==> src/hw/rtl/tcqsc_pkg.sv <==
// Package: shared constants and types for the two-class job queue.
`default_nettype none
package tcqsc_pkg;
    localparam int QUEUE_DEPTH = 16;
    localparam logic [7:0] LIMIT_RESET = 8'd5;

    localparam logic OP_PUSH = 1'b0;
    localparam logic OP_POP  = 1'b1;

    typedef logic [1:0] t_status;
    localparam t_status ST_OK    = 2'd0;
    localparam t_status ST_FULL  = 2'd1;
    localparam t_status ST_EMPTY = 2'd2;

    typedef struct packed {
        t_status     status;
        logic [15:0] served_id;
        logic        served_premium;
    } t_rsp;

    // Pending word between the decision register and the result register.
    typedef struct packed {
        t_status status;
        logic    served;
        logic    sel_premium;
    } t_stage;
endpackage
`default_nettype wire

==> src/hw/rtl/tcqsc_req_if.sv <==
// Interface: request channel (push or pop word).
`default_nettype none
interface tcqsc_req_if;
    logic        valid;
    logic        ready;
    logic        op;
    logic [15:0] job_id;
    logic        is_premium;

    modport source (output valid, output op, output job_id, output is_premium, input ready);
    modport sink   (input valid, input op, input job_id, input is_premium, output ready);
endinterface
`default_nettype wire

==> src/hw/rtl/tcqsc_rsp_if.sv <==
// Interface: result channel.
`default_nettype none
interface tcqsc_rsp_if;
    logic        valid;
    logic        ready;
    logic [1:0]  status;
    logic [15:0] served_id;
    logic        served_premium;

    modport source (output valid, output status, output served_id, output served_premium,
                    input ready);
    modport sink   (input valid, input status, input served_id, input served_premium,
                    output ready);
endinterface
`default_nettype wire

==> src/hw/rtl/tcqsc_ram.sv <==
// Generic single-port RAM with registered read.
`default_nettype none
module tcqsc_ram #(
    parameter int WIDTH = 16,
    parameter int DEPTH = tcqsc_pkg::QUEUE_DEPTH
) (
    input  wire logic                     i_clk,
    input  wire logic                     i_we,
    input  wire logic                     i_re,
    input  wire logic [$clog2(DEPTH)-1:0] i_addr,
    input  wire logic [WIDTH-1:0]         i_wdata,
    output logic      [WIDTH-1:0]         o_rdata
);
    logic [WIDTH-1:0] r_mem [DEPTH];
    logic [WIDTH-1:0] r_rdata;

    always_ff @(posedge i_clk) begin
        if (i_we) begin
            r_mem[i_addr] <= i_wdata;
        end
        if (i_re) begin
            r_rdata <= r_mem[i_addr];
        end
    end

    assign o_rdata = r_rdata;
endmodule
`default_nettype wire

==> src/hw/rtl/two_class_queue_starvation_cap.sv <==
// Top level: two-class FIFO job queue with strict priority and a premium run limit.
// Results go through the decision register, then the result register, before o_rsp.
// Throughput: one request per cycle unless o_rsp.ready low stalls the result register.
// Reset (i_rst_n low, synchronous): queues empty, run count 0, limit 5.
// Queue RAM contents are not cleared.
`default_nettype none
module two_class_queue_starvation_cap #(
    parameter int QUEUE_DEPTH = tcqsc_pkg::QUEUE_DEPTH
) (
    input  wire logic       i_clk,
    input  wire logic       i_rst_n,
    input  wire logic       i_cfg_we,
    input  wire logic [7:0] i_cfg_wdata,
    tcqsc_req_if.sink       i_req,
    tcqsc_rsp_if.source     o_rsp
);
    localparam int AW = $clog2(QUEUE_DEPTH);
    localparam int CW = $clog2(QUEUE_DEPTH + 1);
    localparam int SW = CW + 1;

    logic [7:0]    r_limit;
    logic [7:0]    r_run, n_run;
    logic [AW-1:0] r_phead, n_phead, r_fhead, n_fhead;
    logic [CW-1:0] r_pcnt, n_pcnt, r_fcnt, n_fcnt;

    logic                r_s1_valid;
    tcqsc_pkg::t_stage   r_s1, n_s1;
    logic                r_out_valid;
    tcqsc_pkg::t_rsp     r_out, n_out;

    logic          acc, is_pop, prem_nz, free_nz, p_full, f_full;
    logic          run_below, take_prem, s1_move;
    logic          p_we, p_re, f_we, f_re;
    logic [SW-1:0] p_sum, f_sum;
    logic [AW-1:0] p_tail, f_tail, p_addr, f_addr, p_hinc, f_hinc;
    logic [15:0]   p_rdata, f_rdata;

    assign s1_move     = r_s1_valid && (!r_out_valid || o_rsp.ready);
    assign i_req.ready = !r_s1_valid || s1_move;
    assign acc         = i_req.valid && i_req.ready;
    assign is_pop      = (i_req.op == tcqsc_pkg::OP_POP);

    assign prem_nz   = (r_pcnt != '0);
    assign free_nz   = (r_fcnt != '0);
    assign p_full    = (r_pcnt == CW'(QUEUE_DEPTH));
    assign f_full    = (r_fcnt == CW'(QUEUE_DEPTH));
    assign run_below = (r_run < r_limit);
    assign take_prem = prem_nz && (run_below || !free_nz);

    // Tail = head + count, wrapped.
    always_comb begin
        p_sum  = SW'(r_phead) + SW'(r_pcnt);
        f_sum  = SW'(r_fhead) + SW'(r_fcnt);
        p_tail = (p_sum >= SW'(QUEUE_DEPTH)) ? AW'(p_sum - SW'(QUEUE_DEPTH)) : AW'(p_sum);
        f_tail = (f_sum >= SW'(QUEUE_DEPTH)) ? AW'(f_sum - SW'(QUEUE_DEPTH)) : AW'(f_sum);
        p_hinc = (r_phead == AW'(QUEUE_DEPTH - 1)) ? '0 : r_phead + AW'(1);
        f_hinc = (r_fhead == AW'(QUEUE_DEPTH - 1)) ? '0 : r_fhead + AW'(1);
    end

    assign p_we   = acc && !is_pop && i_req.is_premium && !p_full;
    assign f_we   = acc && !is_pop && !i_req.is_premium && !f_full;
    assign p_re   = acc && is_pop && take_prem;
    assign f_re   = acc && is_pop && !take_prem && free_nz;
    assign p_addr = is_pop ? r_phead : p_tail;
    assign f_addr = is_pop ? r_fhead : f_tail;

    tcqsc_ram #(.WIDTH(16), .DEPTH(QUEUE_DEPTH)) u_prem_ram (
        .i_clk   (i_clk),
        .i_we    (p_we),
        .i_re    (p_re),
        .i_addr  (p_addr),
        .i_wdata (i_req.job_id),
        .o_rdata (p_rdata)
    );

    tcqsc_ram #(.WIDTH(16), .DEPTH(QUEUE_DEPTH)) u_free_ram (
        .i_clk   (i_clk),
        .i_we    (f_we),
        .i_re    (f_re),
        .i_addr  (f_addr),
        .i_wdata (i_req.job_id),
        .o_rdata (f_rdata)
    );

    always_comb begin
        n_phead = r_phead;
        n_fhead = r_fhead;
        n_pcnt  = r_pcnt;
        n_fcnt  = r_fcnt;
        n_run   = r_run;
        n_s1    = r_s1;
        if (acc) begin
            n_s1.served      = p_re || f_re;
            n_s1.sel_premium = p_re;
            if (!is_pop) begin
                n_s1.status = (i_req.is_premium ? p_full : f_full) ?
                              tcqsc_pkg::ST_FULL : tcqsc_pkg::ST_OK;
            end else begin
                n_s1.status = (prem_nz || free_nz) ? tcqsc_pkg::ST_OK : tcqsc_pkg::ST_EMPTY;
            end
            if (p_we) n_pcnt = r_pcnt + CW'(1);
            if (f_we) n_fcnt = r_fcnt + CW'(1);
            if (p_re) begin
                n_phead = p_hinc;
                n_pcnt  = r_pcnt - CW'(1);
                if (run_below) n_run = r_run + 8'd1;
            end
            if (f_re) begin
                n_fhead = f_hinc;
                n_fcnt  = r_fcnt - CW'(1);
                n_run   = '0;
            end
        end
    end

    always_comb begin
        n_out                = r_out;
        if (s1_move) begin
            n_out.status         = r_s1.status;
            n_out.served_premium = r_s1.served && r_s1.sel_premium;
            n_out.served_id      = !r_s1.served ? '0 : (r_s1.sel_premium ? p_rdata : f_rdata);
        end
    end

    always_ff @(posedge i_clk) begin
        if (!i_rst_n) begin
            r_limit     <= tcqsc_pkg::LIMIT_RESET;
            r_run       <= '0;
            r_phead     <= '0;
            r_fhead     <= '0;
            r_pcnt      <= '0;
            r_fcnt      <= '0;
            r_s1_valid  <= 1'b0;
            r_out_valid <= 1'b0;
        end else begin
            if (i_cfg_we) r_limit <= i_cfg_wdata;
            r_run   <= n_run;
            r_phead <= n_phead;
            r_fhead <= n_fhead;
            r_pcnt  <= n_pcnt;
            r_fcnt  <= n_fcnt;
            if (acc) begin
                r_s1_valid <= 1'b1;
            end else if (s1_move) begin
                r_s1_valid <= 1'b0;
            end
            if (s1_move) begin
                r_out_valid <= 1'b1;
            end else if (o_rsp.ready) begin
                r_out_valid <= 1'b0;
            end
        end
    end

    always_ff @(posedge i_clk) begin
        r_s1  <= n_s1;
        r_out <= n_out;
    end

    assign o_rsp.valid          = r_out_valid;
    assign o_rsp.status         = r_out.status;
    assign o_rsp.served_id      = r_out.served_id;
    assign o_rsp.served_premium = r_out.served_premium;

    a_cnt_range: assert property (@(posedge i_clk) disable iff (!i_rst_n)
        (r_pcnt <= CW'(QUEUE_DEPTH)) && (r_fcnt <= CW'(QUEUE_DEPTH)))
        else $error("queue count beyond depth");

    a_free_clears_run: assert property (@(posedge i_clk) disable iff (!i_rst_n)
        f_re |=> (r_run == '0))
        else $error("free serve did not clear run count");

    a_empty_pop_holds: assert property (@(posedge i_clk) disable iff (!i_rst_n)
        (acc && is_pop && !prem_nz && !free_nz) |=>
            ($stable(r_pcnt) && $stable(r_fcnt) && $stable(r_run)))
        else $error("empty pop changed queue state");

    a_unserved_zero: assert property (@(posedge i_clk) disable iff (!i_rst_n)
        (r_out_valid && (r_out.status != tcqsc_pkg::ST_OK))
            |-> ((r_out.served_id == '0) && !r_out.served_premium))
        else $error("result word inconsistent");

    a_one_read: assert property (@(posedge i_clk) disable iff (!i_rst_n)
        !(p_re && f_re) && !((p_re || f_re) && (p_we || f_we)))
        else $error("more than one queue access in a cycle");
endmodule
`default_nettype wire

==> src/flat_wrapper.sv <==
// flat-port wrapper written by rule: the top's interface ports become plain ports
module two_class_queue_starvation_cap_flat 
#(
    parameter int QUEUE_DEPTH = tcqsc_pkg::QUEUE_DEPTH
)
  (i_clk, i_rst_n, i_cfg_we, i_cfg_wdata, i_req_valid, i_req_op, i_req_job_id, i_req_is_premium, i_req_ready, o_rsp_valid, o_rsp_status, o_rsp_served_id, o_rsp_served_premium, o_rsp_ready);
  tcqsc_req_if i_req_i ();
  tcqsc_rsp_if o_rsp_i ();
  input  wire logic i_clk;
  input  wire logic i_rst_n;
  input  wire logic i_cfg_we;
  input  wire logic [7:0] i_cfg_wdata;
  input wire logic [$bits(i_req_i.valid)-1:0] i_req_valid;
  input wire logic [$bits(i_req_i.op)-1:0] i_req_op;
  input wire logic [$bits(i_req_i.job_id)-1:0] i_req_job_id;
  input wire logic [$bits(i_req_i.is_premium)-1:0] i_req_is_premium;
  output wire logic [$bits(i_req_i.ready)-1:0] i_req_ready;
  output wire logic [$bits(o_rsp_i.valid)-1:0] o_rsp_valid;
  output wire logic [$bits(o_rsp_i.status)-1:0] o_rsp_status;
  output wire logic [$bits(o_rsp_i.served_id)-1:0] o_rsp_served_id;
  output wire logic [$bits(o_rsp_i.served_premium)-1:0] o_rsp_served_premium;
  input wire logic [$bits(o_rsp_i.ready)-1:0] o_rsp_ready;
  assign i_req_i.valid = i_req_valid;
  assign i_req_i.op = i_req_op;
  assign i_req_i.job_id = i_req_job_id;
  assign i_req_i.is_premium = i_req_is_premium;
  assign i_req_ready = i_req_i.ready;
  assign o_rsp_valid = o_rsp_i.valid;
  assign o_rsp_status = o_rsp_i.status;
  assign o_rsp_served_id = o_rsp_i.served_id;
  assign o_rsp_served_premium = o_rsp_i.served_premium;
  assign o_rsp_i.ready = o_rsp_ready;
  two_class_queue_starvation_cap #(.QUEUE_DEPTH(QUEUE_DEPTH)) u_core (.i_clk(i_clk), .i_rst_n(i_rst_n), .i_cfg_we(i_cfg_we), .i_cfg_wdata(i_cfg_wdata), .i_req(i_req_i), .o_rsp(o_rsp_i));
endmodule
==> config.mk <==
export PLATFORM = sky130hd
export DESIGN_NAME = two_class_queue_starvation_cap_flat
export DESIGN_NICKNAME = d
export VERILOG_FILES = /design/src/hw/rtl/tcqsc_pkg.sv /design/src/hw/rtl/tcqsc_req_if.sv /design/src/hw/rtl/tcqsc_rsp_if.sv /design/src/hw/rtl/tcqsc_ram.sv /design/src/hw/rtl/two_class_queue_starvation_cap.sv /design/src/flat_wrapper.sv
export SDC_FILE = /design/constraint.sdc
export NUM_CORES = 1
export LEC_CHECK = 0
export ABC_AREA = 1
export BUFFER_PORTS_ARGS = -buffer_cell sky130_fd_sc_hd__buf_2
export CAP_MARGIN = 15
export CORE_ASPECT_RATIO = 0.6
export CORE_MARGIN = 2
export CORE_UTILIZATION = 35
export CTS_BUF_LIST = sky130_fd_sc_hd__clkbuf_16
export CTS_CLUSTER_SIZE = 8
export DETAILED_ROUTE_END_ITERATION = 8
export PLACE_DENSITY = 0.5
export SYNTH_ARGS = -nofsm -noshare
export SYNTH_HDL_FRONTEND = slang
export SYNTH_SLANG_ARGS = --single-unit
==> constraint.sdc <==
create_clock -name i_clk -period 9 [get_ports i_clk]
set_clock_uncertainty 0.2 [all_clocks]
set_input_delay 0.9 -clock i_clk [delete_from_list [all_inputs] [get_ports i_clk]]
set_output_delay 0.9 -clock i_clk [all_outputs]
set_load 0.005 [all_outputs]
==> impl_metrics.tcl, run 1 <==
set metrics [dict create \
    worstPathMaxFanout 35 \
    track_usage_pct 18.5 \
    fin_setup_tns_ns 0 \
    drt_iter0_markers 1912 \
    p_sw_share_pct 27.4 \
    grt_pass1_wl_um 96600 \
    place.gp.congestion 0.917 \
    viasPerCell 5.20 \
    worst_slew_pin_slew_ns 0.946 \
    pin_count 52 \
    core-area_um2 68100 \
    place_ws_ns 4.68 \
    crit_path_start_kind "flip-flop" \
    synthArstFlopShare_pct 0 \
    fin_crit_ns 4.19 \
    wl_per_cell_um 22.7 \
    antenna_left 0 \
    cts.sinks 603 \
    yosys.area_share.adder_pct 1.48 \
    synth_top_area_cell "edfxtp_1" \
    die_area_um2 70900 \
    p_seq_share_pct 45.1 \
    synth_ff_type "edfxtp_1" \
    p_leak_nw 9.63 \
    overflow 0 \
    firstDrtPassIters 5 \
    via_count 15000 \
    r2r_slack_ns 4.81 \
    p_comb_share_pct 14.2 \
    synth_compound_area_share_pct 4.35 \
    cp.arrival_ns 4.29 \
    synthTopCellsByCount "edfxtp_1 (567), nand2_1 (503), nand3_1 (167)" \
    netlist.area_leader.share_pct 70.8 \
    critPathKind "reg -> reg" \
    netlist_instances 1851 \
    layout-drive-gt1-share_pct 12.1 \
    clk_latency_ns 0.62 \
    grt_max_degree 66 \
    synth_edf_count 567 \
    p_clk_share_pct 40.7 \
    endpoint_kind "flip-flop" \
    cp_data_required_time_ns 9.10 \
    die_h_um 207 \
    dpl.hpwl_um 40300 \
    status "complete, no violations" \
    final_hold_viol_count 0 \
    maxSlewHeadroom_pct 36.9 \
    min_path_type "reg -> reg" \
    post-cts-setup-buffer-count 0 \
    intPower_mw 5.17 \
    antenna_found_initial 3 \
    num_antenna_cells 0 \
    start_util_pct 35.3 \
    peakVddDrop_mv 0.174 \
    synth_top_family_by_area "simple AND/OR/NAND/NOR gates" \
    path_clk_slew_ns 0.05 \
    net-switching-power_mw 1.95 \
    synthTopCellsByArea "edfxtp_1 (71%), nand2_1 (7.8%), nand3_1 (3.5%)" \
    ys_ff_latch 603 \
    syn_avg_cell_area_um2 13.0 \
    cts_tree "built" \
    synth_cell_types 43 \
    period_share_pct 46.6 \
    synthXorXnorAreaFrac_pct 0.510 \
    yosysMostFrequentCell "edfxtp_1" \
    root_buffer "clkbuf_16" \
    whs_ns 0.221 \
    rsz0062_at_grt "false" \
    cts_made_buffers 85 \
    yosysSeqAreaShare_pct 73.8 \
    final_max_slew_viol_count 0 \
    die_w_um 342 \
    nNetsFinal 2011 \
    htree_levels 3 \
    port_buffers 51 \
    wl_um 65600 \
    holdBufCountCts 0 \
    max_freq_ghz 0.239 \
    ctsResizeCount 0 \
    num_rows 74 \
    grt_pass1_vias 14200 \
    yosys_warnings 0 \
    syn_nets 1908 \
    synth_area_um2 24100 \
    drc 0 \
    fin_ws_ns 4.81 \
    maxCapViolCount 0 \
    power_density_nw_per_um2 257 \
    area_growth_pct 15.2 \
    clock_path_buffers 3 \
    synthMuxAreaShare_pct 0 \
    yosys.area_share.simple_pct 16.5 \
    setup_viol 0 \
]
-- kinds of logic after synthesis --
kind of cell	count (synthesis)
simple gates	896
flops	603
compound gates	156
buf+inv	156
fa+ha+maj	26
xor+xnor	14
-- flip-flops by register name, summed over array words and instances, names as in the netlist --
name and cells:
u_core.u_free_ram.o_rdata 16, u_core.r_pcnt 5, u_core.u_prem_ram.r_mem 256, u_core.r_fhead 4, u_core.r_limit 8, u_core.r_fcnt 5, u_core.u_prem_ram.o_rdata 16, u_core.u_free_ram.r_mem 256
u_core.o_rsp.valid 1, u_core.r_run 8, u_core.r_phead 4, u_core.r_s1_valid 1, u_core.o_rsp.status 2, u_core.r_s1 4, u_core.o_rsp.served_premium 1, u_core.o_rsp.served_id 16
-- critical path, cell delays in order (launching register included) --
cell     delay (ns)
dfxtp_1        0.44
ha_1           0.21
inv_1          0.06
fa_1           0.44
nand2_1        0.13
o21ai_4        0.10
nor2_4         0.65
buf_4          0.51
nand2_1        0.21
nor2_1         0.55
buf_4          0.33
-- worst paths after layout --
check	start	to	cells after the start
worst max-delay path	u_core.r_fcnt[0]$_SDFFE_PN0P_	u_core.u_free_ram.r_mem[14][5]$_DFFE_PP_	10
worst min-delay path	u_core.r_s1[2]$_SDFFCE_PP0P_	u_core.o_rsp.status[0]$_DFFE_PP_	0
worst max register to register	u_core.r_fcnt[0]$_SDFFE_PN0P_	u_core.u_free_ram.r_mem[14][5]$_DFFE_PP_	10
worst min register to register	u_core.r_s1[2]$_SDFFCE_PP0P_	u_core.o_rsp.status[0]$_DFFE_PP_	0
-- power groups by stage --
stage,Clock (mW),Combinational (mW),Sequential [mW]
after floorplan,0,0.641,3.25
after detailed placement,0,1.01,3.26
after global placement,0,1.00,3.26
after global routing,3.08,1.12,3.21
final,2.90,1.02,3.21
after CTS,2.96,1.02,3.21
-- final cells by class --
type / count / area, µm²
Clock buffer: 89 / 2230
Clock inverter: 24 / 163
Fill cell: 6339 / 40300
Inverter: 75 / 292
Multi-Input combinational cell: 1092 / 5530
Sequential cell: 603 / 17700
Tap cell: 912 / 1140
Timing Repair Buffer: 97 / 601
-- per-layer routing --
layer | vias to the layer above | routed length (µm) | track usage [%]
met1 | 7464 | 32900 | 30.5
met5 | - | 13 | 0
met2 | 621 | 25300 | 23.4
li1 | 6859 | - | -
met3 | 89 | 6260 | 5.00
met4 | 2 | 1070 | 4.16
-- cells in the final DEF, fill, tap and decap left out, types with 2 or more instances in the layout --
cell type | synthesis | layout
edfxtp_1 | 567 | 567
nand2_1 | 503 | 503
nand3_1 | 167 | 167
nor2_1 | 104 | 101
clkbuf_16 | 0 | 89
nand4_1 | 85 | 85
inv_1 | 64 | 80
a22oi_1 | 78 | 78
buf_2 | 37 | 51
buf_4 | 19 | 46
dfxtp_1 | 36 | 36
a21oi_1 | 35 | 34
o21ai_0 | 31 | 31
ha_1 | 22 | 22
inv_2 | 7 | 11
xor2_1 | 10 | 10
nor3_1 | 9 | 9
nor2_4 | 3 | 7
nand2_4 | 7 | 7
o21ai_4 | 4 | 4
xnor2_1 | 4 | 4
nor2_2 | 5 | 4
fa_1 | 4 | 4
nand2_2 | 3 | 3
nor2_8 | 3 | 3
o21a_1 | 2 | 2
or2_2 | 2 | 2
inv_4 | 2 | 2
clkinv_16 | 0 | 2
-- stage by stage --
stage,power [mW],std cells,util (%),cell area [µm²]
floorplan,3.89,1851,-,24100
global placement,4.26,2778,37.2,25300
detailed placement,4.27,2779,37.2,25300
CTS,7.19,2892,40.7,27700
global route,7.41,2892,40.7,27700
finish,7.13,2892,40.7,27700
(Power assumes the default switching activity.)
==> run 2: changes to the inputs <==
--- a/config.mk
+++ b/config.mk
@@ -14,7 +14,7 @@
 export CTS_BUF_LIST = sky130_fd_sc_hd__clkbuf_16
 export CTS_CLUSTER_SIZE = 8
 export DETAILED_ROUTE_END_ITERATION = 8
-export PLACE_DENSITY = 0.5
+export PLACE_DENSITY = 0.51
 export SYNTH_ARGS = -nofsm -noshare
 export SYNTH_HDL_FRONTEND = slang
 export SYNTH_SLANG_ARGS = --single-unit
==> constraint.sdc (replaced) <==
create_clock -name i_clk -period 3.7 [get_ports i_clk]
set_clock_uncertainty 0.2 [all_clocks]
set_input_delay 0.37 -clock i_clk [delete_from_list [all_inputs] [get_ports i_clk]]
set_output_delay 0.37 -clock i_clk [all_outputs]
set_load 0.005 [all_outputs]
==> run 2 against run 1 <==
Effect of this change: register-to-register slack worse by 4.3 ns; setup slack worse by 4.3 ns; sequential share of layout area decreased by 0.84 points; total power is 140% higher; hold slack got worse by 0.18 ns; flip-flop and latch count stayed put; die area did not move.
==> impl_metrics.tcl, run 2 (synthesized netlist as in run 1, its figures left out) <==
set metrics [dict create \
    maxSlewHeadroom_pct 37.9 \
    firstDrtPassIters 6 \
    critPathKind "reg -> reg" \
    p_comb_share_pct 14.7 \
    fin_setup_tns_ns 0 \
    net-switching-power_mw 4.68 \
    grt_pass1_vias 14800 \
    setup_viol 0 \
    antenna_left 0 \
    cp_slowest_cell "a31oi_1" \
    status "complete, no violations" \
    mostFrequentLayoutCells "edfxtp_1 (567), nand2_1 (503), nand3_1 (167), nor2_1 (103), clkbuf_16 (86)" \
    die_h_um 207 \
    final_max_slew_viol_count 0 \
    post_dp_cell_area_um2 25500 \
    dpl.hpwl_um 42800 \
    stdcell_area_um2 28100 \
    num_rows 74 \
    cp_data_required_time_ns 4.01 \
    min_path_type "in -> reg" \
    rsz0062_at_grt "false" \
    worstPathMaxFanout 10 \
    final_common_cell "edfxtp_1" \
    ctsResizeCount 0 \
    whs_ns 0.0442 \
    place.gp.congestion 0.962 \
    p_sw_share_pct 27.1 \
    post-cts-setup-buffer-count 0 \
    final_util_pct 41.2 \
    worst_slew_pin_slew_ns 0.931 \
    fin_crit_ns 3.22 \
    period_share_pct 87.0 \
    antenna_found_initial 2 \
    layout-drive-gt1-share_pct 12.6 \
    area_growth_pct 16.7 \
    drt_iter0_markers 1854 \
    htree_levels 3 \
    cts_tree "built" \
    power_density_nw_per_um2 615 \
    cts.sinks 603 \
    clock_path_buffers 3 \
    die_area_um2 70900 \
    root_buffer "clkbuf_16" \
    p_seq_share_pct 45.3 \
    fillers 6301 \
    track_usage_pct 19.0 \
    core-area_um2 68100 \
    crit_path_start_kind "flip-flop" \
    port_buffers 51 \
    grt_max_degree 66 \
    slowest_delay_ns 0.34 \
    p_leak_nw 9.82 \
    start_util_pct 35.3 \
    overflow 0 \
    pin_count 52 \
    nNetsFinal 2053 \
    cp.arrival_ns 3.52 \
    clk_latency_ns 0.63 \
    drc 0 \
    endpoint_kind "flip-flop" \
    grt_pass1_wl_um 99000 \
    cts_made_buffers 85 \
    p_clk_share_pct 40.0 \
    max_freq_ghz 0.311 \
    intPower_mw 12.6 \
    path_clk_slew_ns 0.05 \
    top_regs "u_core.u_free_ram.r_mem x256, u_core.u_prem_ram.r_mem x256" \
    fin_ws_ns 0.483 \
    wl_um 67000 \
    die_w_um 342 \
    place_ws_ns 0.564 \
    maxCapViolCount 0 \
    via_count 15300 \
    final_hold_viol_count 0 \
    wl_per_cell_um 22.9 \
    path_cells "inv_1, ha_1, a21oi_1, nor2_1, nor3_1, nand2_1, nand2_4, nand3_4, inv_2, ha_1, a21o_1, a31oi_1, nand4_1, a21oi_1, nor2_1" \
    peakVddDrop_mv 0.310 \
    viasPerCell 5.22 \
]
## run 2: cell types whose count changed in the layout (fill, tap and decap cells not counted)
cell           before  now
buf_12              0    6
diode_2             0    1
inv_1              80   79
clkinv_8            0    2
inv_16              1    0
clkinv_16           2    1
dlygate4sd3_1       0   21
clkbuf_16          89   86
clkinvlp_4          1    0
bufinv_16           0    1
buf_4              46   61
nor2_1            101  103
nor2_2              4    2
## run 2: critical path, delay by kind of cell, from the launching register on
family	cells	cell delay, ns
compound gates	4	0.85
buf+inv	2	0.22
simple gates	7	0.97
fa+ha+maj	2	0.56
flops	1	0.30
## run 2: through the flow
stage | cells | total power, mW
final | 2931 | 17.3
after global routing | 2930 | 18.0
after CTS | 2930 | 17.4
after detailed placement | 2800 | 10.4
after global placement | 2800 | 10.4
after floorplan | 1851 | 9.46
## run 2: final cells by class
cell class | instances | area [µm²] | share of cell area [%]
Clock buffer | 86 | 2150 | 7.67
Multi-Input combinational cell | 1092 | 5530 | 19.7
Sequential cell | 603 | 17700 | 63.2
Timing Repair Buffer | 139 | 1040 | 3.72
Clock inverter | 23 | 164 | 0.584
Antenna cell | 1 | 2.50 | 0.00891
Tap cell | 912 | 1140 | 4.07
Inverter | 75 | 292 | 1.04
## run 2: power by group through the flow
stage	clock, mW	combinational, mW	sequential, mW
final	6.91	2.54	7.82
after detailed placement	0	2.49	7.94
after global routing	7.34	2.80	7.82
after floorplan	0	1.56	7.90
after global placement	0	2.47	7.94
after CTS	7.07	2.52	7.81
## run 2: worst paths after layout
check,startpoint,end,slack (ns),cells after the start
max,u_core.r_limit[5]$_SDFFE_PN0P_,u_core.r_pcnt[4]$_SDFFE_PN0P_,0.48,15
min reg2reg,u_core.r_s1[3]$_SDFFCE_PN0P_,u_core.o_rsp.status[1]$_DFFE_PP_,0.24,0
max reg2reg,u_core.r_limit[5]$_SDFFE_PN0P_,u_core.r_pcnt[4]$_SDFFE_PN0P_,0.48,15
min,i_rst_n,u_core.r_pcnt[4]$_SDFFE_PN0P_,0.04,3
## run 2: metal layers
layer	wire (µm)	vias up	GRT usage (%)	share of wire, %
met5	0	-	0	0
met4	1100	0	4.26	1.6
met3	6620	97	6.08	9.9
met2	25300	590	23.6	38
met1	34000	7678	31.0	51
li1	-	6942	-	-
## run 2: repair_timing
action | CTS | global route
endpoints found under the setup margin | 0 | 0
endpoints found under the hold margin | 11 | 0
hold buffers | 21 | 0
